**src/sv/block_variance_ratio_score_unit_assert.svh**
```systemverilog
// ----------------------------------------------------------------------------
// Assertion macros for the variance ratio score unit
// Implication and next-cycle checks, removable with ASSERT_OFF.
// ----------------------------------------------------------------------------
`ifndef BLOCK_VARIANCE_RATIO_SCORE_UNIT_ASSERT_SVH
`define BLOCK_VARIANCE_RATIO_SCORE_UNIT_ASSERT_SVH
`ifndef ASSERT_OFF
`define BVRS_ASSERT_IMP(label, clk, rst, ante, cons) \
   label: assert property (@(posedge clk) disable iff (rst) (ante) |-> (cons)) \
      else $error("assertion failed");
`define BVRS_ASSERT_NXT(label, clk, rst, ante, cons) \
   label: assert property (@(posedge clk) disable iff (rst) (ante) |=> (cons)) \
      else $error("assertion failed");
`else
`define BVRS_ASSERT_IMP(label, clk, rst, ante, cons)
`define BVRS_ASSERT_NXT(label, clk, rst, ante, cons)
`endif
`endif

```
**src/sv/bvrs_pkg.sv**
```systemverilog
// ----------------------------------------------------------------------------
// bvrs_pkg
// Widths, datapath operations and status for the variance ratio score unit.
// ----------------------------------------------------------------------------
package bvrs_pkg;

   localparam int MAX_ROW_CLUSTERS = 8;
   localparam int MAX_COL_CLUSTERS = 8;
   localparam int MAX_ELEMENTS     = 65536;

   localparam int CFG_W      = 4;
   localparam int CSR_IDX_W  = 1;
   localparam int VALUE_W    = 16;
   localparam int LABEL_W    = 3;
   localparam int SCORE_W    = 20;
   localparam logic [SCORE_W-1:0] SCORE_MAX = '1;

   localparam int ROW_W      = $clog2(MAX_ROW_CLUSTERS);
   localparam int COL_W      = $clog2(MAX_COL_CLUSTERS);
   localparam int ROW_CNT_W  = ROW_W + 1;
   localparam int COL_CNT_W  = COL_W + 1;
   localparam int ADDR_W     = ROW_W + COL_W;
   localparam int DEPTH      = MAX_ROW_CLUSTERS * MAX_COL_CLUSTERS;
   localparam int NB_W       = ROW_CNT_W + COL_CNT_W;

   localparam int COUNT_W    = $clog2(MAX_ELEMENTS) + 1;
   localparam int SUM_W      = COUNT_W + VALUE_W;
   localparam int ENTRY_W    = SUM_W + COUNT_W;
   localparam int SQ_W       = COUNT_W + 2 * VALUE_W - 2;

   localparam int MEAN_W     = 24;
   localparam int DIFF_W     = MEAN_W + 1;
   localparam int SQD_W      = 2 * DIFF_W;
   localparam int BNUM_W     = SQD_W + ADDR_W;
   localparam int MSUM_W     = MEAN_W + ADDR_W + 1;
   localparam int GS_W       = MEAN_W + SUM_W - 1;
   localparam int GG_W       = 2 * MEAN_W;
   localparam int NGG_W      = GG_W + COUNT_W;
   localparam int TNUM_W     = 67;
   localparam int BETW_W     = 40;
   localparam int TOT_W      = 40;

   localparam int DIV_W      = 56;
   localparam int DVSR_W     = 40;
   localparam int DIV_CNT_W  = $clog2(DIV_W);

   typedef enum logic [CSR_IDX_W-1:0] {
      REG_ROW_CLUSTERS,
      REG_COL_CLUSTERS
   } csr_reg_type;

   typedef enum logic [4:0] {
      OP_NONE,
      OP_CLEAR,
      OP_TAKE,
      OP_ACC,
      OP_MEAN_ZERO,
      OP_DIV_MEAN,
      OP_MEAN_DIV,
      OP_MSUM,
      OP_SQ,
      OP_BNUM,
      OP_DIV_G,
      OP_G_LOAD,
      OP_DIV_BETWEEN,
      OP_BETWEEN_LOAD,
      OP_MUL1,
      OP_MUL2,
      OP_MUL3,
      OP_SUM1,
      OP_SUM2,
      OP_DIV_TOTAL,
      OP_TOTAL_LOAD,
      OP_DIV_SCORE,
      OP_SCORE_LOAD,
      OP_OUT
   } dp_op_type;

   typedef struct packed {
      logic last;
      logic cnt_zero;
      logic div_done;
      logic walk_end;
      logic clear_end;
      logic n_zero;
      logic total_zero;
      logic out_busy;
   } dp_status_type;

endpackage

```
**src/sv/bvrs_ctrl.sv**
```systemverilog
// ----------------------------------------------------------------------------
// bvrs_ctrl
// Sequencer: clear sweep, accumulate, block walks, divides and result load.
// ----------------------------------------------------------------------------
module bvrs_ctrl import bvrs_pkg::*; (
   input  logic          clock,
   input  logic          reset,
   input  logic          req_valid,
   output logic          req_ready,
   input  dp_status_type stat,
   output dp_op_type     op
);

   typedef enum logic [4:0] {
      S_CLEAR,
      S_IDLE,
      S_ACC,
      S_W_RD,
      S_W_CHK,
      S_W_DIV,
      S_W_ACC,
      S_W_SQ,
      S_G_DIV,
      S_G_WAIT,
      S_B_DIV,
      S_B_WAIT,
      S_MUL1,
      S_MUL2,
      S_MUL3,
      S_SUM1,
      S_SUM2,
      S_T_DIV,
      S_T_WAIT,
      S_T_CHK,
      S_S_WAIT,
      S_OUT
   } ctrl_state_type;

   ctrl_state_type state_ff;
   ctrl_state_type state_in;
   logic           pass_ff;
   logic           pass_in;

   always_comb begin
      state_in = state_ff;
      pass_in  = pass_ff;
      op       = OP_NONE;
      unique case (state_ff)
         S_CLEAR: begin
            op = OP_CLEAR;
            if (stat.clear_end) state_in = S_IDLE;
         end
         S_IDLE: begin
            if (req_valid) begin
               op       = OP_TAKE;
               state_in = S_ACC;
            end
         end
         S_ACC: begin
            op       = OP_ACC;
            pass_in  = 1'b0;
            state_in = stat.last ? S_W_RD : S_IDLE;
         end
         S_W_RD: begin
            state_in = S_W_CHK;
         end
         S_W_CHK: begin
            if (stat.cnt_zero) begin
               op       = OP_MEAN_ZERO;
               state_in = S_W_ACC;
            end else begin
               op       = OP_DIV_MEAN;
               state_in = S_W_DIV;
            end
         end
         S_W_DIV: begin
            if (stat.div_done) begin
               op       = OP_MEAN_DIV;
               state_in = S_W_ACC;
            end
         end
         S_W_ACC: begin
            if (!pass_ff) begin
               op       = OP_MSUM;
               state_in = stat.walk_end ? S_G_DIV : S_W_RD;
            end else begin
               op       = OP_SQ;
               state_in = S_W_SQ;
            end
         end
         S_W_SQ: begin
            op       = OP_BNUM;
            state_in = stat.walk_end ? S_B_DIV : S_W_RD;
         end
         S_G_DIV: begin
            op       = OP_DIV_G;
            state_in = S_G_WAIT;
         end
         S_G_WAIT: begin
            if (stat.div_done) begin
               op       = OP_G_LOAD;
               pass_in  = 1'b1;
               state_in = S_W_RD;
            end
         end
         S_B_DIV: begin
            op       = OP_DIV_BETWEEN;
            state_in = S_B_WAIT;
         end
         S_B_WAIT: begin
            if (stat.div_done) begin
               op       = OP_BETWEEN_LOAD;
               state_in = stat.n_zero ? S_OUT : S_MUL1;
            end
         end
         S_MUL1: begin
            op       = OP_MUL1;
            state_in = S_MUL2;
         end
         S_MUL2: begin
            op       = OP_MUL2;
            state_in = S_MUL3;
         end
         S_MUL3: begin
            op       = OP_MUL3;
            state_in = S_SUM1;
         end
         S_SUM1: begin
            op       = OP_SUM1;
            state_in = S_SUM2;
         end
         S_SUM2: begin
            op       = OP_SUM2;
            state_in = S_T_DIV;
         end
         S_T_DIV: begin
            op       = OP_DIV_TOTAL;
            state_in = S_T_WAIT;
         end
         S_T_WAIT: begin
            if (stat.div_done) begin
               op       = OP_TOTAL_LOAD;
               state_in = S_T_CHK;
            end
         end
         S_T_CHK: begin
            if (stat.total_zero) begin
               state_in = S_OUT;
            end else begin
               op       = OP_DIV_SCORE;
               state_in = S_S_WAIT;
            end
         end
         S_S_WAIT: begin
            if (stat.div_done) begin
               op       = OP_SCORE_LOAD;
               state_in = S_OUT;
            end
         end
         S_OUT: begin
            if (!stat.out_busy) begin
               op       = OP_OUT;
               state_in = S_CLEAR;
            end
         end
         default: begin
            state_in = S_CLEAR;
         end
      endcase
   end

   always_ff @(posedge clock) begin
      if (reset) begin
         state_ff <= S_CLEAR;
         pass_ff  <= 1'b0;
      end else begin
         state_ff <= state_in;
         pass_ff  <= pass_in;
      end
   end

   assign req_ready = (state_ff == S_IDLE);

endmodule

```
**config.mk**
```make
export PLATFORM = sky130hd
export DESIGN_NAME = bvrs_ctrl
export DESIGN_NICKNAME = d
export VERILOG_FILES = /design/src/sv/block_variance_ratio_score_unit_assert.svh /design/src/sv/bvrs_pkg.sv /design/src/sv/bvrs_ctrl.sv
export SDC_FILE = /design/constraint.sdc
export NUM_CORES = 1
export LEC_CHECK = 0
export BUFFER_PORTS_ARGS = -buffer_cell sky130_fd_sc_hd__clkbuf_2
export CAP_MARGIN = 15
export CORE_MARGIN = 4
export CORE_UTILIZATION = 55
export DETAILED_ROUTE_END_ITERATION = 8
export HOLD_SLACK_MARGIN = 0.05
export PLACE_DENSITY_LB_ADDON = 0.1
export SLEW_MARGIN = 20
export SYNTH_ARGS = -nofsm -noshare
export SYNTH_HDL_FRONTEND = slang
export SYNTH_SLANG_ARGS = --single-unit
```
**constraint.sdc**
```tcl
create_clock -name clock -period 3 [get_ports clock]
set_input_delay 0.6 -clock clock [delete_from_list [all_inputs] [get_ports clock]]
set_output_delay 0.6 -clock clock [all_outputs]
set_load 0.02 [all_outputs]
```
==> results.yml, run 1 <==
sta:
  worst_pin_slew_ps: 816.9
  max_slew_margin_pct: 45.47
  finalHoldViolCount: 0
  rsz0062_at_grt: "no"
  setup_viol: 0
  setup_tns_ps: 0
  skew_ps: 3.353
  fin_ws_ps: 401.4
  finalCriticalPeriod_ps: 2599
  fmax_mhz: 384.8
  drv_slew: 0
  finalCritPeriodShare_pct: 86.62
critical_path:
  cp.required_ps: 2400
  crit_fanout: 25
  crit_family: "flip-flops"
  cp_cell_sequence: "nor2b_1 -> nand4_1 -> o22a_1 -> o221ai_1 -> clkbuf_2"
  critPathSlowestCell: "dfxtp_1"
  worstPathArrival_ps: 2000
  crit_type: "reg -> out"
  cp-start-kind: "flip-flop"
  cp_num_buf_inv: 1
  crit_path_max_incr_delay_ps: 850
  worstSetupEndpointType: "output pin"
  rr_startpoint: "state_ff[3]$_SDFFE_PP0P_"
  cp-startpoint: "state_ff[3]$_SDFFE_PP0P_"
clock_network:
  postCtsSetupBuffers: 0
  hold_buffers: 0
  clkLatencyLatePin_ps: 240
  clk_pin_slew_ps: 50
  cts_tree: "done"
  clockBufferDepth: 2
  h-tree-depth: 1
  root_buffer: "clkbuf_4"
  cts_resized: 0
  cts_buffers: 3
  cts.sinks: 6
global_route:
  antenna_found_initial: 0
  first_global_vias: 1016
  grt_max_degree: 26
  grt_use_total_pct: 23.59
  grt_overflow: 0
  grt_pass1_wl_um: 4761
yosys:
  synth_fa_ha_area_share_pct: 0
  synth_mux_area_share_pct: 2.018
  yosysMostFrequentCell: "a21oi_1"
  yosys.area.top_type: "dfxtp_1"
  yosys.cell_types.count: 45
  ys_seq_area_share_pct: 12.11
  yosys.area_share.simple_pct: 37.45
  synth-compound-area-share_pct: 38.84
  synth_cells: 152
  ys.flop_type: "dfxtp_1"
  syn_area_sq_um: 992.2
  synth-xor-area-share_pct: 0.8827
  synth_seq_cells: 6
  synth_top_family_by_area: "compound AO/OA/AOI/OAI gates"
  avgSynthCellArea_sq_um: 6.528
  ys_warn_count: 0
  synth_edf_count: 0
  ys_top_cells_by_count: "a21oi_1, nor2_1, o21ai_0, nand2_1, nor2b_1"
  synth_area_leaders: "dfxtp_1, a21oi_1, o21ai_0, nor2b_1, nand2b_1"
  syn_nets: 163
  synth_top_area_share_pct: 12.11
  async_flop_share_pct: 0
detailed_routing:
  via_per_inst: 6.403
  drt_iter0_markers: 63
  drt_drc_violations_left: 0
  wire_per_inst_um: 16.10
  antenna_left: 0
  drt_first_pass_iters: 4
  drt-total-wl_um: 2995
  vias: 1191
place:
  dpl.hpwl_um: 2155
  dp.cells: 183
  gp_congestion: 0.9487
  dp_slack_ps: 697.2
  portBuffers: 16
  place_area_sq_um: 1062
flow_run:
  maxCapViolCount: 0
final_layout:
  syn_to_final_growth_pct: 9.332
  diodes: 0
  finalNonFillerCells: 186
  drive_gt1_share_pct: 19.25
  final_nets: 174
  final_area_sq_um: 1085
worst_hold_path:
  hold_path.class: "in -> reg"
  hold_start: "reset"
floorplan:
  io_pins: 17
  core-area_sq_um: 1727
  start_util_pct: 57.46
  rows: 15
  die_w_um: 50.48
  fp.dieH_um: 50.48
  dieArea_sq_um: 2548
run_status:
  status: "finished clean"
pwr:
  ir_drop_v: 0.0003711
  power.density_nw_per_um2: 701.4
  total_power_uw: 760.9
  p_leak_nw: 0.3802
[worst reg2reg max path: cells and delay by family (launching register included)]
family | cells | cell delay (ps)
AO/OA/AOI/OAI | 1 | 150
AND/OR/NAND/NOR | 4 | 1130
flip-flops | 1 | 850
[area by class of cell]
type	count	area (sq um)
repair buffers	20	110.1
inverters	4	15.01
clock buffers	3	22.52
flip-flops and latches	6	120.1
fillers	185	641.9
well taps	25	31.28
multi-input cells	128	785.8
[worst paths after layout]
kind,end,slack [ps],depth (start not counted)
setup / recovery,op[1],400,5
hold / removal,pass_ff$_SDFFE_PP0P_,620,2
setup reg to reg,state_ff[3]$_SDFFE_PP0P_,800,5
hold reg to reg,pass_ff$_SDFFE_PP0P_,650,2
[power by group]
part / total (mW) / internal, mW / switching [mW]
Clock: 0.0755 / 0.0453 / 0.0302
Combinational: 0.534 / 0.204 / 0.331
Sequential: 0.151 / 0.0972 / 0.0538
[metal layers]
layer / up-vias / global-route usage, % / wire, um
met5: - / 0 / 0
met4: 0 / 5.830 / 27
met1: 536 / 35.08 / 1294
li1: 585 / - / -
met2: 66 / 36.96 / 1401
met3: 4 / 1.187 / 272
[cell families (layout without fill, tap and decap cells)]
family          Yosys count  count (layout)
compound gates           58              58
xor+xnor                  1               1
buf+inv                  18              27
flops                     6               6
mux                       2               2
simple gates             67              67
[state kept, by name (all words and copies together) (netlist names)]
signal and count:
state_ff 5, pass_ff 1
[cells in the final DEF (no fill, tap or decap), drive strengths merged, types with 3 or more instances in the layout]
| cell | n |
|---|---|
| nor2 | 15 |
| o211ai | 5 |
| buf | 4 |
| a31oi | 4 |
| nand2b | 9 |
| a21oi | 17 |
| nand2 | 12 |
| o21ai | 13 |
| nand3 | 4 |
| dfxtp | 6 |
| clkbuf | 19 |
| inv | 4 |
| nor2b | 10 |
| a21o | 3 |
[through the flow]
stage | util [%] | hold slack (ps)
floorplan | - | 612.5
detailed placement | 61.52 | 635.8
global route | 62.83 | 626.5
finish | 62.83 | 619.9
global placement | 61.52 | 609.2
CTS | 62.83 | 608.9
Power figures use the tool's default switching activity.
==> inputs of run 2 (changes only) <==
Settings changed: REMOVE_ABC_BUFFERS from default to 1.
==> run 2 against run 1 <==
  * Register-to-register slack got worse by 100 ps
  * Non-clock buffer count rose by 1
  * Final cell count rose by 0.54%
  * Critical path depth rose by 1
  * Routed wire length fell by 10%
  * Worst setup slack improved by 96 ps
  * Utilization rose by 0.43 points
  * First-iteration DRC count fell by 33%
  * Via count fell by 3.6%
  * Largest cell class unchanged
==> results.yml, run 2 (synthesis results as in run 1) <==
run_status:
  status: "finished clean"
clock_network:
  clkLatencyLatePin_ps: 240
  cts_resized: 0
  cts_buffers: 3
  clockBufferDepth: 2
  clk_pin_slew_ps: 40
  cts.sinks: 6
  hold_buffers: 0
  postCtsSetupBuffers: 0
  h-tree-depth: 1
  cts_tree: "done"
  root_buffer: "clkbuf_4"
pwr:
  power.density_nw_per_um2: 677.8
  internal_power_uw: 346.7
  netSwitchingFraction_pct: 53.17
  p_leak_nw: 0.3857
  pwr-share-seq_pct: 20.4
  p_switching_uw: 393.7
  ir_drop_v: 0.0003656
  power.share.clock_pct: 9.9
  power_frac_comb_pct: 69.7
detailed_routing:
  wire_per_inst_um: 14.35
  drt_iter0_markers: 42
  drt_first_pass_iters: 4
  vias: 1148
  antenna_left: 0
  drt_drc_violations_left: 0
  via_per_inst: 6.139
  drt-total-wl_um: 2684
global_route:
  grt_max_degree: 24
  first_global_vias: 974
  grt_pass1_wl_um: 4540
  antenna_found_initial: 0
  grt_use_total_pct: 22.22
  grt_overflow: 0
place:
  portBuffers: 16
  gp_congestion: 0.9477
  dp.cells: 184
  dpl.hpwl_um: 2018
final_layout:
  most-common-layout-cells: "a21oi_1, clkbuf_2, nor2_1"
  finalNonFillerCells: 187
  diodes: 0
  largest-register: "state_ff"
  largest_reg_flops: 5
  final_common_cell: "a21oi_1"
  syn_to_final_growth_pct: 10.09
  drive_gt1_share_pct: 19.75
  final_nets: 175
  reg.largest.list: "state_ff: 5 flops, pass_ff: 1 flops"
floorplan:
  start_util_pct: 57.46
  core-area_sq_um: 1727
  rows: 15
  die_w_um: 50.48
  dieArea_sq_um: 2548
  io_pins: 17
  fp.dieH_um: 50.48
sta:
  skew_ps: 2.685
  finalCritPeriodShare_pct: 83.40
  rsz0062_at_grt: "no"
  finalCriticalPeriod_ps: 2502
  drv_slew: 0
  worst_pin_slew_ps: 613.1
  setup_tns_ps: 0
  finalHoldViolCount: 0
  max_slew_margin_pct: 59.07
  fmax_mhz: 399.7
  setup_viol: 0
worst_hold_path:
  holdPathStages: 2
  whs_endpoint: "state_ff[3]$_SDFFE_PP0P_"
  hold_start: "state_ff[3]$_SDFFE_PP0P_"
  hold_path.class: "reg -> reg"
critical_path:
  cp_cell_sequence: "nor4bb_1 -> a21oi_1 -> nor2_1 -> a21oi_1 -> o221ai_1 -> clkbuf_2"
  cp-start-kind: "flip-flop"
  cp_num_buf_inv: 1
  worstPathArrival_ps: 1900
  crit_path_max_incr_delay_ps: 700
  cp-startpoint: "state_ff[0]$_SDFFE_PP0P_"
  r2r_slack_ps: 700
  path_common_cell: "a21oi_1"
  rr_worst_depth: 6
  cp.required_ps: 2400
  r2r_end: "state_ff[4]$_SDFFE_PP0P_"
  worstSetupEndpointType: "output pin"
  critPathSlowestCell: "dfxtp_1"
  crit_type: "reg -> out"
  crit_family: "flip-flops"
  crit_fanout: 20
  rr_startpoint: "state_ff[0]$_SDFFE_PP0P_"
flow_run:
  maxCapViolCount: 0
## run 2: cell count changes in the layout (fill, tap and decap cells not counted), sizes merged
| cell | previous run | this run |
|---|---|---|
| buf | 4 | 5 |
## run 2: stage by stage
stage	power, mW	setup slack (ps)	area [sq um]	hold WS [ps]	utilization [%]
after detailed placement	0.6630	721.9	1070	494.4	61.96
after CTS	0.7384	497.5	1092	500.2	63.26
after global placement	0.6574	724.2	1070	480.9	61.96
final	0.7403	497.9	1092	494.1	63.26
after global routing	0.8068	344.9	1092	522.0	63.26
after floorplan	0.5121	680.1	920.9	521.6	-
## run 2: cell type report
class	instances	area, sq um
clock buffers	3	22.52
fillers	173	634.4
inverters	4	15.01
multi-input cells	128	785.8
flip-flops and latches	6	120.1
well taps	25	31.28
repair buffers	21	117.6
## run 2: how the worst max path moves through the flow
stage,endpoint,slack (ps),depth (start not counted)
finish,op[1],500,6
global route,op[2],340,6
CTS,op[1],500,6
detailed placement,op[2],720,7
global placement,state_ff[4]$_SDFFE_PP0P_,720,6
floorplan,op[2],680,5
## run 2: worst register-to-register path, stage by stage, from the launching register on
cell     delay [ps]
dfxtp_1         700
buf_4           300
or4bb_1         530
a21oi_1         180
a21o_2          210
nor2_2           70
o31ai_1         220
## run 2: per-layer routing
layer	track usage (%)	wire length, um	share of wire (%)
met1	32.08	1258	47
met2	35.00	1239	46
met3	3.561	187	7.0
met4	3.587	0	0
met5	0	0	0
## run 2: power groups by stage
stage | logic (mW) | registers [mW] | clock network [mW]
detailed placement | 0.511 | 0.152 | 0
finish | 0.516 | 0.151 | 0.0735
global route | 0.571 | 0.156 | 0.0797
floorplan | 0.335 | 0.177 | 0
global placement | 0.505 | 0.152 | 0
CTS | 0.512 | 0.150 | 0.0760
